### src/hdl/mqs_pkg.sv
`timescale 1ns / 1ps

package mqs_pkg;

   typedef logic [2:0]        slot_type;
   typedef logic [1:0]        phase_type;
   typedef logic signed [1:0] count_type;
   typedef logic [10:0]       button_type;

   localparam int REPORT_COUNT = 5;

   localparam slot_type SLOT_TONE_THREE = 3'd0;
   localparam slot_type SLOT_JOG        = 3'd1;
   localparam slot_type SLOT_VOLUME     = 3'd2;
   localparam slot_type SLOT_BUTTONS    = 3'd3;
   localparam slot_type SLOT_TONE_ONE   = 3'd4;
   localparam slot_type SLOT_UNUSED     = 3'd5;
   localparam slot_type SLOT_TONE_TWO   = 3'd6;
   localparam slot_type SLOT_REPORT     = 3'd7;

   localparam logic [2:0] ENC_VOLUME     = 3'd0;
   localparam logic [2:0] ENC_JOG        = 3'd1;
   localparam logic [2:0] ENC_TONE_ONE   = 3'd2;
   localparam logic [2:0] ENC_TONE_TWO   = 3'd3;
   localparam logic [2:0] ENC_TONE_THREE = 3'd4;

   localparam int BTN_TONE3  = 0;
   localparam int BTN_JOG    = 1;
   localparam int BTN_OUT    = 2;
   localparam int BTN_FN1    = 3;
   localparam int BTN_FN2    = 4;
   localparam int BTN_FN3    = 5;
   localparam int BTN_TONE1  = 6;
   localparam int BTN_TONE2  = 7;
   localparam int BTN_HOTCUE = 8;
   localparam int BTN_PLAY   = 9;
   localparam int BTN_NAV    = 10;

   localparam count_type STEP_ZERO = 2'sb00;
   localparam count_type STEP_UP   = 2'sb01;
   localparam count_type STEP_DOWN = 2'sb11;

   // indexed by {previous phase, new phase}
   localparam count_type STEP_TABLE [16] = '{
      STEP_ZERO, STEP_DOWN, STEP_UP,   STEP_ZERO,
      STEP_UP,   STEP_ZERO, STEP_ZERO, STEP_DOWN,
      STEP_DOWN, STEP_ZERO, STEP_ZERO, STEP_UP,
      STEP_ZERO, STEP_UP,   STEP_DOWN, STEP_ZERO
   };

   // encoder slots: 0, 1, 2, 4, 6
   localparam logic [7:0] SLOT_HAS_ENC = 8'b0101_0111;

   localparam logic [2:0] SLOT_ENC_INDEX [8] = '{
      ENC_TONE_THREE, ENC_JOG, ENC_VOLUME, ENC_VOLUME,
      ENC_TONE_ONE, ENC_VOLUME, ENC_TONE_TWO, ENC_VOLUME
   };

endpackage

### src/hdl/mqs_if.sv
`timescale 1ns / 1ps

interface mqs_req_if;
   import mqs_pkg::*;

   logic     valid;
   logic     ready;
   slot_type slot;
   logic     pin_a;
   logic     pin_b;
   logic     pin_sw;

   modport source (output valid, output slot, output pin_a, output pin_b, output pin_sw,
                   input ready);
   modport sink   (input valid, input slot, input pin_a, input pin_b, input pin_sw,
                   output ready);
endinterface

interface mqs_rsp_if;
   import mqs_pkg::*;

   logic       valid;
   logic       ready;
   count_type  volume_count;
   count_type  jog_count;
   count_type  tone_one_count;
   count_type  tone_two_count;
   count_type  tone_three_count;
   button_type button_mask;

   modport source (output valid, output volume_count, output jog_count,
                   output tone_one_count, output tone_two_count,
                   output tone_three_count, output button_mask, input ready);
   modport sink   (input valid, input volume_count, input jog_count,
                   input tone_one_count, input tone_two_count,
                   input tone_three_count, input button_mask, output ready);
endinterface

### src/hdl/multiplexed_quadrature_scanner.sv
`timescale 1ns / 1ps

// Scanner for five quadrature encoders and eleven buttons that share the A, B and
// switch lines through an 8-way multiplexer. Each request is one sampled slot; a new
// request is taken every cycle as long as the one-entry response register is empty
// or being drained that cycle. Only a slot 7 request produces a response, in the
// cycle after the request is accepted, carrying the
// saturated (-1..+1) step count of each encoder since the previous report and the
// latched button mask; the counts are then cleared. Encoders at or above
// ENCODER_COUNT are not tracked and report zero.
module multiplexed_quadrature_scanner
   import mqs_pkg::*;
#(
   parameter int ENCODER_COUNT = 5
) (
   input logic        clock,
   input logic        reset,
   mqs_req_if.sink    req_bus,
   mqs_rsp_if.source  rsp_bus
);

   logic       req_fire;
   logic       report_hit;
   phase_type  new_phase;
   button_type button_ff;
   button_type button_in;
   phase_type  phase_ff [ENCODER_COUNT];
   count_type  acc_ff   [ENCODER_COUNT];
   count_type  rpt_count [REPORT_COUNT];

   logic       rsp_valid_ff;
   count_type  rsp_count_ff [REPORT_COUNT];
   button_type rsp_mask_ff;

   assign req_bus.ready = ~rsp_valid_ff | rsp_bus.ready;
   assign req_fire      = req_bus.valid & req_bus.ready;
   assign report_hit    = req_fire && (req_bus.slot == SLOT_REPORT);
   assign new_phase     = {req_bus.pin_a, req_bus.pin_b};

   genvar e;
   generate
      for (e = 0; e < ENCODER_COUNT; e++) begin : g_enc
         logic              hit;
         count_type         step;
         logic signed [2:0] sum;
         count_type         sat;

         assign hit  = SLOT_HAS_ENC[req_bus.slot] &&
                       (SLOT_ENC_INDEX[req_bus.slot] == 3'(e));
         assign step = STEP_TABLE[{phase_ff[e], new_phase}];
         assign sum  = {acc_ff[e][1], acc_ff[e]} + {step[1], step};

         always_comb begin
            if (sum > 3'sd1) begin
               sat = STEP_UP;
            end else if (sum < -3'sd1) begin
               sat = STEP_DOWN;
            end else begin
               sat = sum[1:0];
            end
         end

         always_ff @(posedge clock) begin
            if (reset) begin
               phase_ff[e] <= '0;
               acc_ff[e]   <= STEP_ZERO;
            end else if (req_fire && hit) begin
               phase_ff[e] <= new_phase;
               acc_ff[e]   <= sat;
            end else if (report_hit) begin
               acc_ff[e]   <= STEP_ZERO;
            end
         end
      end

      for (e = 0; e < REPORT_COUNT; e++) begin : g_rpt
         if (e < ENCODER_COUNT) begin : g_on
            assign rpt_count[e] = acc_ff[e];
         end else begin : g_off
            assign rpt_count[e] = STEP_ZERO;
         end
      end
   endgenerate

   always_comb begin
      button_in = button_ff;
      case (req_bus.slot)
         SLOT_TONE_THREE: button_in[BTN_TONE3] = ~req_bus.pin_sw;
         SLOT_JOG:        button_in[BTN_JOG]   = ~req_bus.pin_sw;
         SLOT_VOLUME:     button_in[BTN_OUT]   = ~req_bus.pin_sw;
         SLOT_BUTTONS: begin
            button_in[BTN_FN1] = ~req_bus.pin_a;
            button_in[BTN_FN2] = ~req_bus.pin_b;
            button_in[BTN_FN3] = ~req_bus.pin_sw;
         end
         SLOT_TONE_ONE:   button_in[BTN_TONE1] = ~req_bus.pin_sw;
         SLOT_TONE_TWO:   button_in[BTN_TONE2] = ~req_bus.pin_sw;
         SLOT_REPORT: begin
            button_in[BTN_HOTCUE] = ~req_bus.pin_a;
            button_in[BTN_PLAY]   = ~req_bus.pin_b;
            button_in[BTN_NAV]    = ~req_bus.pin_sw;
         end
         default: ;
      endcase
   end

   always_ff @(posedge clock) begin
      if (reset) begin
         button_ff <= '0;
      end else if (req_fire) begin
         button_ff <= button_in;
      end
   end

   always_ff @(posedge clock) begin
      if (reset) begin
         rsp_valid_ff <= 1'b0;
      end else if (report_hit) begin
         rsp_valid_ff <= 1'b1;
      end else if (rsp_bus.ready) begin
         rsp_valid_ff <= 1'b0;
      end
   end

   always_ff @(posedge clock) begin
      if (report_hit) begin
         rsp_count_ff <= rpt_count;
         rsp_mask_ff  <= button_in;
      end
   end

   assign rsp_bus.valid            = rsp_valid_ff;
   assign rsp_bus.volume_count     = rsp_count_ff[ENC_VOLUME];
   assign rsp_bus.jog_count        = rsp_count_ff[ENC_JOG];
   assign rsp_bus.tone_one_count   = rsp_count_ff[ENC_TONE_ONE];
   assign rsp_bus.tone_two_count   = rsp_count_ff[ENC_TONE_TWO];
   assign rsp_bus.tone_three_count = rsp_count_ff[ENC_TONE_THREE];
   assign rsp_bus.button_mask      = rsp_mask_ff;

endmodule

### src/flat_wrapper.sv
// flat-port wrapper written by rule: the top's interface ports become plain ports
module multiplexed_quadrature_scanner_flat import mqs_pkg::*;
#(
   parameter int ENCODER_COUNT = 5
)
  (clock, reset, req_bus_valid, req_bus_slot, req_bus_pin_a, req_bus_pin_b, req_bus_pin_sw, req_bus_ready, rsp_bus_valid, rsp_bus_volume_count, rsp_bus_jog_count, rsp_bus_tone_one_count, rsp_bus_tone_two_count, rsp_bus_tone_three_count, rsp_bus_button_mask, rsp_bus_ready);
  mqs_req_if req_bus_i ();
  mqs_rsp_if rsp_bus_i ();
  input logic clock;
  input logic reset;
  input wire logic [$bits(req_bus_i.valid)-1:0] req_bus_valid;
  input wire logic [$bits(req_bus_i.slot)-1:0] req_bus_slot;
  input wire logic [$bits(req_bus_i.pin_a)-1:0] req_bus_pin_a;
  input wire logic [$bits(req_bus_i.pin_b)-1:0] req_bus_pin_b;
  input wire logic [$bits(req_bus_i.pin_sw)-1:0] req_bus_pin_sw;
  output wire logic [$bits(req_bus_i.ready)-1:0] req_bus_ready;
  output wire logic [$bits(rsp_bus_i.valid)-1:0] rsp_bus_valid;
  output wire logic [$bits(rsp_bus_i.volume_count)-1:0] rsp_bus_volume_count;
  output wire logic [$bits(rsp_bus_i.jog_count)-1:0] rsp_bus_jog_count;
  output wire logic [$bits(rsp_bus_i.tone_one_count)-1:0] rsp_bus_tone_one_count;
  output wire logic [$bits(rsp_bus_i.tone_two_count)-1:0] rsp_bus_tone_two_count;
  output wire logic [$bits(rsp_bus_i.tone_three_count)-1:0] rsp_bus_tone_three_count;
  output wire logic [$bits(rsp_bus_i.button_mask)-1:0] rsp_bus_button_mask;
  input wire logic [$bits(rsp_bus_i.ready)-1:0] rsp_bus_ready;
  assign req_bus_i.valid = req_bus_valid;
  assign req_bus_i.slot = req_bus_slot;
  assign req_bus_i.pin_a = req_bus_pin_a;
  assign req_bus_i.pin_b = req_bus_pin_b;
  assign req_bus_i.pin_sw = req_bus_pin_sw;
  assign req_bus_ready = req_bus_i.ready;
  assign rsp_bus_valid = rsp_bus_i.valid;
  assign rsp_bus_volume_count = rsp_bus_i.volume_count;
  assign rsp_bus_jog_count = rsp_bus_i.jog_count;
  assign rsp_bus_tone_one_count = rsp_bus_i.tone_one_count;
  assign rsp_bus_tone_two_count = rsp_bus_i.tone_two_count;
  assign rsp_bus_tone_three_count = rsp_bus_i.tone_three_count;
  assign rsp_bus_button_mask = rsp_bus_i.button_mask;
  assign rsp_bus_i.ready = rsp_bus_ready;
  multiplexed_quadrature_scanner #(.ENCODER_COUNT(ENCODER_COUNT)) u_core (.clock(clock), .reset(reset), .req_bus(req_bus_i), .rsp_bus(rsp_bus_i));
endmodule
### config.mk
export PLATFORM = sky130hd
export DESIGN_NAME = multiplexed_quadrature_scanner_flat
export DESIGN_NICKNAME = d
export VERILOG_FILES = /design/src/hdl/mqs_pkg.sv /design/src/hdl/mqs_if.sv /design/src/hdl/multiplexed_quadrature_scanner.sv /design/src/flat_wrapper.sv
export SDC_FILE = /design/constraint.sdc
export NUM_CORES = 1
export LEC_CHECK = 0
export ABC_AREA = 1
export BUFFER_PORTS_ARGS = -buffer_cell sky130_fd_sc_hd__buf_4
export CORE_ASPECT_RATIO = 1.25
export CORE_UTILIZATION = 40
export DETAILED_ROUTE_END_ITERATION = 10
export PLACE_DENSITY_LB_ADDON = 0.05
export REMOVE_ABC_BUFFERS = 1
export SYNTH_ARGS = -nofsm -noshare
export SYNTH_HDL_FRONTEND = slang
export SYNTH_SLANG_ARGS = --single-unit
export TNS_END_PERCENT = 1
### constraint.sdc
create_clock -name clock -period 6.5 [get_ports clock]
set_input_delay 0.975 -clock clock [delete_from_list [all_inputs] [get_ports clock]]
set_output_delay 0.975 -clock clock [all_outputs]
set_load 0.01 [all_outputs]
# Word level (Yosys, flattened, before mapping)
# Memory sizes are Yosys's and may differ from the RTL's.
# Cells that the tools add are included.
[totals] reg_bits=33 ramBits=20 mem_bits_ro=192 inputBits=10 n_memories=9
[classes] n_addsub=5 n_lt_le_gt_ge=17 eq_ne=10 muxes=80 bitwise_logic=27 n_reduce_logical=14
[memory_table] name="(name not given)" depth=16 width=2 read_ports=1 rd_clocked_by_memory_dff=0 write_ports=0 line="multiplexed_quadrature_scanner.sv:50" text="assign step = STEP_TABLE[{phase_ff[e], new_phase}];"
[memory_table] name="(name not given)" depth=16 width=2 read_ports=1 rd_clocked_by_memory_dff=0 write_ports=0 line="multiplexed_quadrature_scanner.sv:50"
[memory_table] name="(name not given)" depth=16 width=2 read_ports=1 rd_clocked_by_memory_dff=0 write_ports=0 line="multiplexed_quadrature_scanner.sv:50"
[memory_table] name="(name not given)" depth=16 width=2 read_ports=1 rd_clocked_by_memory_dff=0 write_ports=0 line="multiplexed_quadrature_scanner.sv:50"
[memory_table] name="(name not given)" depth=16 width=2 read_ports=1 rd_clocked_by_memory_dff=0 write_ports=0 line="multiplexed_quadrature_scanner.sv:50"
[memory_table] name="(name not given)" depth=8 width=3 read_ports=1 rd_clocked_by_memory_dff=0 write_ports=0 line="multiplexed_quadrature_scanner.sv:49" text="(SLOT_ENC_INDEX[req_bus.slot] == 3'(e));"
[memory_table] name="+3 memories"
[ops] op="$mux W2" count=35
[ops] op="$mux W1" count=41
[ops] op="$ge A5 B5 Y1 const B" count=5
[ops] op="$not A4 Y5" count=5
[ops] op="$or A1 B1 Y1" count=16
[ops] op="$add A2 B2 Y3" count=5
[ops] op="$gt A3 B2 Y1 const B" count=5
[ops] op="$lt A3 B1 Y1 const B" count=5
[ops] op="$eq A3 B2 Y1 const B" count=4
[ops] op="$eq A3 B3 Y1 const B" count=4
[ops] op="$mux W3" count=4
[ops] op="$logic_and A1 B1 Y1" count=11
[ops] op="$eq A3 B1 Y1 const B" count=2
[ops] op="$logic_not A3 Y1" count=2
[ops] op="$ge A4 B4 Y1 const B" count=1
[ops] op="$lt A3 B4 Y1 const B" count=1
[ops] op="$not A1 Y1" count=4
[ops] op="$not A3 Y4" count=1
[ops] op="$reduce_bool A2 Y1" count=1
[ops] op="$and A1 B1 Y1" count=1

# Logic depth before layout (Yosys ltp)
# Gate-level depths: netlist of run 1.
[depth] depth_word=12 mapped_depth=13

# Worst setup path before layout of run 1
# OpenSTA, ideal clock, no wires.
[synth_path] path_type="input -> register" start="input port req_bus_pin_b" end="memory u_core.acc_ff[1][0] (netlist name), data pin" arrival_ps=2728 required_time_ps=6243 path_slack_ps=3515 cell_stages=12 path_cell_list="inv_1 > ha_1 > buf_2 > xor2_1 > inv_1 > nand2_1 > nand2_1 > inv_1 > ha_1 > fa_1 > nor3_1 > nor2_1"
[synth_lines] element="start: declaration" line="flat_wrapper.sv:14" text="input wire logic [$bits(req_bus_i.pin_b)-1:0] req_bus_pin_b;"
[synth_lines] element="end: declaration" line="multiplexed_quadrature_scanner.sv:28" text="count_type acc_ff [ENCODER_COUNT];"

==> impl_metrics.toml, run 1 <==
[run_status]
status = "complete, no violations"

[sta]
final.period_utilization_pct = 47.1
finalCriticalPeriod_ns = 3.06
hold_viol_final = 0
worst_pin_slew_ns = 0.904
fmax_ghz = 0.326
relSlewSlack_pct = 39.4
fin_tns_setup_ns = 0
rsz0062_at_grt = "false"
setup_viol = 0
finalMaxSlewViolations = 0
skew_ns = 0.00548

[route]
drc = 0
viasPerCell = 4.79
ant_nets = 0
drt_iter0_drc = 77
drt_wl_total_um = 5490
drt_first_pass_iters = 4
wire_per_inst_um = 13.1
vias = 2001

[global_route]
grt_pass1_wl_um = 8970
grt.total_usage_pct = 16.2
grt_pass1_vias = 1964
grt.overflow.total = 0
antenna_found_initial = 0
grt_max_degree = 35

[final_layout]
multiInputGateArea_mm2 = 0.00106
antenna_cells = 0
area_delta_synth_final_pct = 15.5
final_common_cell = "nand2_1"
final_cell_mix = "nand2_1, inv_1, edfxtp_1"
n_fill_cell = 658
regArea_mm2 = 0.00147
drive_gt1_share_pct = 14.2
num-nets-final = 356

[clocking]
worstSkewPairLatency_ns = 0.30
ctsResizeCount = 0
clock-sinks = 53
clk_pin_slew_ns = 0.10
cts_tree = "built"
clock_path_buffers = 2
cts_buffers = 5
htreeDepth = 2
cts_hold_buffers = 0
cts_root_buf = "clkbuf_8"
post_cts_buffers = 0

[placed_design]
port_buffers = 32
hpwl_um = 3930
place.gp.congestion = 0.829

[floorplan]
fp.dieArea_mm2 = 0.00720
die_w_um = 76.1
num_rows = 33
fp.dieH_um = 94.6
coreArea_mm2 = 0.00661
initial_core_util_pct = 41.5
io_pins = 33

[synthesis]
yosys_warnings = 0
synth_edf_count = 41
yosys-mux-area-fraction_pct = 0
synth_fa_ha_area_share_pct = 9.21
synth_top_cell_by_area = "edfxtp_1"
synth_cell_types = 23
synth_compound_area_share_pct = 6.38
synthFlopType = "edfxtp_1"
synth_seq_area_share_pct = 53.6
synthArstFlopShare_pct = 0
synth_top_family_by_area = "simple AND/OR/NAND/NOR gates"
synth_area_mm2 = 0.00274
synth_simple_gate_area_share_pct = 21.6
synth_xor_area_share_pct = 1.60
ys_ff_latch = 53
syn_area_per_cell_um2 = 9.24
synthCells = 297
synth.top_cell.area_share_pct = 44.9
synth_area_leaders = "edfxtp_1, nand2_1, dfxtp_1"

[critical_path]
crit_type = "primary input to register"
cp-end-kind = "register"
rr_worst_depth = 8
crit_slowest_cell = "fa_1"
max_stage_delay_ns = 0.46
path_cells = "buf_4, inv_1, ha_1, xor2_1, nand2_1, nand2_1, inv_1, ha_1, fa_1, nor3_1, nor2_1"
regToRegSetupSlack_ns = 4.42
worstReg2RegStart = "u_core.phase_ff[1][0]"
worst_setup_path_start_kind = "primary input"
crit_path_max_fanout = 8
reg2reg_to = "u_core.acc_ff[1][0]"
crit_arrival_ns = 3.12
required_ns = 6.56

[min_path]
min_to = "u_core.rsp_bus.volume_count[1]"
hold_path_class = "register to register"
hold_path_startpoint = "u_core.acc_ff[0][1]"
holdPathStages = 0

[power_and_ir_drop]
powerDensity_mw_per_mm2 = 222
p_total_uw = 702
p_leak_nw = 1.45
peakVddDrop_v = 0.000108

[job]
cap_violations = 0
[metrics by stage]
stage	instance area, um2	util, %	cells	setup WS [ns]	hold slack (ns)
after floorplan	2700	-	290	3.55	0.426
after global placement	3060	46.3	410	3.14	0.433
after global routing	3170	48.0	418	3.24	0.476
after CTS	3170	48.0	418	3.43	0.463
final	3170	48.0	418	3.44	0.461
after detailed placement	3060	46.3	410	3.15	0.440
[cells by family (layout without fill, tap and decap cells)]
logic type,Yosys count,in the layout
simple gates,139,139
fa+ha+maj,16,16
xor+xnor,5,5
flops,53,53
buf+inv,51,85
compound gates,33,33
[synthesized netlist by cell type, drive strengths merged (4+ instances only)]
cell,number
fa,7
xor2,5
nand2,71
a21oi,14
ha,9
nor2,35
edfxtp,41
inv,43
nand3,25
o21ai,18
dfxtp,12
buf,4
[registers in the layout (all words and copies together) (netlist names)]
| name | count |
|---|---|
| u_core.button_ff | 11 |
| u_core.rsp_bus.jog_count | 2 |
| u_core.rsp_bus.button_mask | 11 |
| u_core.rsp_bus.tone_three_count | 2 |
| u_core.phase_ff | 10 |
| u_core.rsp_bus.volume_count | 2 |
| u_core.rsp_bus.tone_two_count | 2 |
| u_core.rsp_bus.tone_one_count | 2 |
| u_core.acc_ff | 10 |
| u_core.rsp_bus.valid | 1 |
[critical path, delay by kind of cell]
kind	cells	cell delay [ns]
adders and majority gates	3	1.04
xor gates and xnor gates	1	0.28
buffers and inverters	3	0.40
and+or+nand+nor	4	0.43
[area by class of cell]
cell class | instances | area share, %
Tap cell | 87 | 3.44
Inverter | 44 | 5.21
Sequential cell | 53 | 46.4
Clock buffer | 8 | 3.52
Multi-Input combinational cell | 193 | 33.6
Timing Repair Buffer | 33 | 7.82
[per-layer routing]
layer / global-route usage (%) / up-vias / wire [um]
met3: 2.90 / 6 / 164
met2: 31.0 / 37 / 2840
met4: 6.09 / 0 / 89
met1: 18.1 / 933 / 2400
li1: - / 1025 / -
met5: 0 / - / 0
[how the worst max path moves through the flow]
stage                        startpoint             endpoint  slack [ns]  cells after the start
final                     req_bus_pin_b  u_core.acc_ff[1][0]        3.44                     11
after global routing      req_bus_pin_b  u_core.acc_ff[1][0]        3.24                     11
after CTS                 req_bus_pin_b  u_core.acc_ff[1][0]        3.43                     11
after detailed placement  req_bus_pin_b  u_core.acc_ff[1][0]        3.15                     11
after global placement    req_bus_pin_b  u_core.acc_ff[1][0]        3.14                     11
after floorplan           req_bus_pin_b  u_core.acc_ff[1][0]        3.55                     11
[where the power goes]
group	total, mW	switching [mW]	leakage, nW	internal [mW]
Sequential	0.386	0.00790	0.498	0.378
Clock	0.219	0.109	0.0566	0.110
Combinational	0.0968	0.0610	0.893	0.0357
No activity file was read; power rests on OpenSTA's default activity.
==> inputs of run 2 (changes only) <==
Clock period 6.5 ns to 2.7 ns, I/O delays scaled along.
==> run 2 against run 1 <==
  * Non-clock buffer count up 7
  * Global-route usage up 0.58 points
  * Hold slack worse by 0.22 ns
  * Clock power up 110%
  * Count of clock-buffer cells in the layout down 2
  * Sequential power up 140%
  * Critical endpoint is now u_core.acc_ff[2][0]
  * Largest power group unchanged
==> impl_metrics.toml, run 2 (same netlist as run 1, synthesis figures left out) <==
[run_status]
status = "complete, no violations"

[sta]
fmax_ghz = 0.441
finalCriticalPeriod_ns = 2.27
hold_viol_final = 0
fin_tns_setup_ns = 0
worst_pin_slew_ns = 0.720
setup_viol = 0
skew_ns = 0.0114
relSlewSlack_pct = 51.7
finalMaxSlewViolations = 0
final.period_utilization_pct = 84.0
rsz0062_at_grt = "false"
whs_ns = 0.237

[clocking]
ctsResizeCount = 0
cts_tree = "built"
cts_buffers = 5
cts_hold_buffers = 0
clock-sinks = 53
post_cts_buffers = 0
cts_root_buf = "clkbuf_8"
worstSkewPairLatency_ns = 0.31
htreeDepth = 2
clock_path_buffers = 2
clk_pin_slew_ns = 0.10

[critical_path]
crit_slowest_cell = "ha_1"
crit_path_max_fanout = 5
worst_setup_path_start_kind = "primary input"
critPathTopFamily = "adder cells"
path_cells = "buf_4, inv_1, ha_1, xor2_1, nand2_1, nand2_1, inv_1, ha_1, fa_1, nor3b_1, nor2_1"
crit_arrival_ns = 2.33
max_stage_delay_ns = 0.44
timing.critical_path.buf_inv = 3
rr_worst_depth = 9
worstReg2RegStart = "u_core.phase_ff[1][0]"
crit_type = "primary input to register"
regToRegSetupSlack_ns = 0.68
required_ns = 2.76
cp-end-kind = "register"
reg2reg_to = "u_core.acc_ff[1][0]"

[global_route]
grt.total_usage_pct = 16.8
grt_pass1_wl_um = 9210
grt_pass1_vias = 1935
grt.overflow.total = 0
grt_max_degree = 26
antenna_found_initial = 0

[floorplan]
fp.dieH_um = 94.6
num_rows = 33
initial_core_util_pct = 41.5
fp.dieArea_mm2 = 0.00720
die_w_um = 76.1
io_pins = 33
coreArea_mm2 = 0.00661

[route]
wire_per_inst_um = 13.0
drt_wl_total_um = 5510
vias = 2007
drt_first_pass_iters = 4
drt_iter0_drc = 61
viasPerCell = 4.72
ant_nets = 0
drc = 0

[power_and_ir_drop]
p_int_mw = 1.21
switching_share_pct = 26.2
switching_power_uw = 427
peakVddDrop_v = 0.000262
power.share.clock_pct = 28.5
pwr-share-seq_pct = 56.9
powerDensity_mw_per_mm2 = 510
p_leak_nw = 1.47
pwr-share-comb_pct = 14.6

[min_path]
hold_path_startpoint = "reset"
holdPathStages = 2
min_to = "u_core.rsp_bus.valid"
hold_path_class = "primary input to register"

[placed_design]
port_buffers = 32
hpwl_um = 3960
place.gp.congestion = 0.818
post_dp_cell_area_mm2 = 0.00311
place_inst = 417

[final_layout]
fin_cells = 425
antenna_cells = 0
final_common_cell = "nand2_1"
area_delta_synth_final_pct = 16.6
fin_util_pct = 48.4
final_area_mm2 = 0.00320
num-nets-final = 363
final_cell_mix = "nand2_1, inv_1, edfxtp_1"
drive_gt1_share_pct = 16.0

[job]
cap_violations = 0
[run 2: cell types whose count changed in the layout (fill, tap and decap cells not counted), sizes merged]
| cell | before | now |
|---|---|---|
| clkinv | 1 | 3 |
| buf | 33 | 40 |
| clkbuf | 8 | 6 |
[run 2: stage by stage]
| step | total power [mW] | worst slack [ns] |
|---|---|---|
| finish | 1.63 | 0.432 |
| global route | 1.73 | 0.274 |
| CTS | 1.66 | 0.433 |
| detailed placement | 1.19 | 0.0930 |
| global placement | 1.19 | 0.0857 |
| floorplan | 1.11 | 0.322 |
[run 2: per-layer routing]
layer | track usage [%] | share of wire (%) | vias to the layer above
li1 | - | - | 1033
met3 | 2.71 | 3.4 | 2
met2 | 31.1 | 51 | 39
met1 | 19.6 | 45 | 933
met4 | 6.57 | 0.62 | 0
met5 | 0 | 0 | -
[run 2: cell type report]
type                       instances  area (um2)
clock buffer                       6        82.6
inverter                          44         165
tap                               87         109
sequential                        53        1470
fill                             640        3410
timing repair buffer              40         300
multi-input combinational        193        1060
clock inverter                     2        8.76
[run 2: worst max-delay path by stage]
stage,startpoint,endpoint,slack [ns],cells past startpoint
2_1_floorplan,req_bus_pin_b,u_core.acc_ff[1][0],0.32,11
3_3_place_gp,req_bus_pin_b,u_core.acc_ff[0][0],0.09,11
3_5_place_dp,req_bus_pin_b,u_core.acc_ff[0][0],0.09,11
4_1_cts,req_bus_pin_b,u_core.acc_ff[0][0],0.43,11
5_1_grt,req_bus_pin_a,u_core.acc_ff[2][0],0.27,12
6_report,req_bus_pin_b,u_core.acc_ff[2][0],0.43,11
[run 2: power groups by stage]
stage	Clock, mW	Sequential, mW	Combinational [mW]
floorplan	0	0.946	0.160
CTS	0.484	0.929	0.243
global route	0.515	0.934	0.281
global placement	0	0.947	0.239
finish	0.466	0.929	0.239
detailed placement	0	0.948	0.241
==> inputs of run 3 (changes only) <==
Clock period 2.7 ns to 2.4 ns, I/O delays scaled along.
==> run 3 against run 2 <==
  * Total power up 11%
  * Largest cell class unchanged
  * Count of clock-buffer cells in the layout increased by 1
  * Cell area grew 1.4%
  * Clock power grew 4.7%
  * Cell count increased by 1.4%
  * Register-to-register slack worse by 0.30 ns
  * Setup slack worse by 0.23 ns
  * Non-clock buffer count up 6
  * Via count grew 0.90%
  * Sequential share of layout area down 0.66 points
  * Hold slack worse by 0.026 ns
==> impl_metrics.toml, run 3 (same netlist as run 1, synthesis figures left out) <==
[run_status]
status = "complete, no violations"

[clocking]
cts_buffers = 5
worstSkewPairLatency_ns = 0.30
post_cts_buffers = 0
clk_pin_slew_ns = 0.09
cts_tree = "built"
htreeDepth = 2
cts_hold_buffers = 0
clock-sinks = 53
ctsResizeCount = 0
cts_root_buf = "clkbuf_8"
clock_path_buffers = 2

[floorplan]
die_w_um = 76.1
fp.dieH_um = 94.6
initial_core_util_pct = 41.5
io_pins = 33
coreArea_mm2 = 0.00661
fp.dieArea_mm2 = 0.00720
num_rows = 33

[final_layout]
fin_cells = 431
final_common_cell = "nand2_1"
n_fill_cell = 653
area_delta_synth_final_pct = 18.3
antenna_cells = 0
drive_gt1_share_pct = 16.9
num-nets-final = 369
final_cell_mix = "nand2_1, buf_4, inv_1, edfxtp_1, nor2_1"

[sta]
skew_ns = 0.00236
relSlewSlack_pct = 75.1
final.period_utilization_pct = 91.5
finalMaxSlewViolations = 0
hold_viol_final = 0
rsz0062_at_grt = "false"
setup_viol = 0
whs_ns = 0.210
finalCriticalPeriod_ns = 2.19
fmax_ghz = 0.456
fin_tns_setup_ns = 0
worst_pin_slew_ns = 0.373

[route]
wire_per_inst_um = 12.4
drt_first_pass_iters = 4
wl_met3_um = 168
vias = 2025
drt_iter0_drc = 77
wl_met1_um = 2490
drt_wl_total_um = 5360
wl_met2_um = 2620
ant_nets = 0
top_layer = "met4"
viasPerCell = 4.70
drc = 0

[global_route]
grt_max_degree = 35
antenna_found_initial = 0
grt.overflow.total = 0
grt_pass1_wl_um = 9300
grt_pass1_vias = 1999
grt.total_usage_pct = 16.6

[placed_design]
place.gp.congestion = 0.828
hpwl_um = 3880
place_inst = 423
port_buffers = 32

[critical_path]
crit_arrival_ns = 2.26
crit_slowest_cell = "fa_1"
required_ns = 2.46
timing.critical_path.buf_inv = 4
critPathTopFamily = "adder cells"
max_stage_delay_ns = 0.46
path_cells = "buf_4, inv_1, ha_1, buf_12, xor2_1, nand2_1, nand2_1, inv_1, ha_1, fa_1, nor3_1, nor2_1"
crit_path_max_fanout = 5
worst_setup_path_start_kind = "primary input"
cp-end-kind = "register"
crit_type = "primary input to register"

[power_and_ir_drop]
powerDensity_mw_per_mm2 = 560
peakVddDrop_v = 0.000264
p_leak_nw = 1.50

[job]
cap_violations = 0

[min_path]
hold_path_class = "primary input to register"
-- run 3: power by group --
| group | switching [mW] | leakage (nW) | internal (mW) |
|---|---|---|---|
| logic | 0.169 | 0.960 | 0.117 |
| registers | 0.0212 | 0.498 | 1.02 |
| clock network | 0.283 | 0.0399 | 0.204 |
-- run 3: final timing paths --
| kind | cells after the start | from | endpoint | slack, ns |
|---|---|---|---|---|
| worst max-delay path | 12 | req_bus_pin_b | u_core.acc_ff[1][0] | 0.21 |
| worst min register to register | 0 | u_core.acc_ff[0][0] | u_core.rsp_bus.volume_count[0] | 0.46 |
| worst max register to register | 8 | u_core.phase_ff[0][0] | u_core.acc_ff[0][0] | 0.38 |
| worst min-delay path | 2 | reset | u_core.rsp_bus.valid | 0.21 |
-- run 3: metrics by stage --
step / utilization (%) / area (um2) / power (mW) / setup slack (ns)
finish: 49.1 / 3250 / 1.82 / 0.205
detailed placement: 47.9 / 3170 / 1.35 / -0.104
CTS: 49.1 / 3250 / 1.84 / 0.213
global route: 49.1 / 3250 / 1.92 / 0.00486
global placement: 47.9 / 3170 / 1.35 / -0.116
floorplan: - / 2700 / 1.24 / 0.0674
-- run 3: final cells by class --
class / count / area, um2 / area share, %
clock buffer: 7 / 76.3 / 2.35
clock inverter: 1 / 3.75 / 0.116
inverter: 44 / 165 / 5.09
multi-input combinational: 193 / 1060 / 32.8
sequential: 53 / 1470 / 45.3
tap: 87 / 109 / 3.35
timing repair buffer: 46 / 358 / 11.0
-- run 3: layer usage --
metal	GRT usage, %	vias up
li1	-	1049
met4	5.29	0
met3	2.71	6
met1	21.0	937
met2	29.4	33
met5	0	-
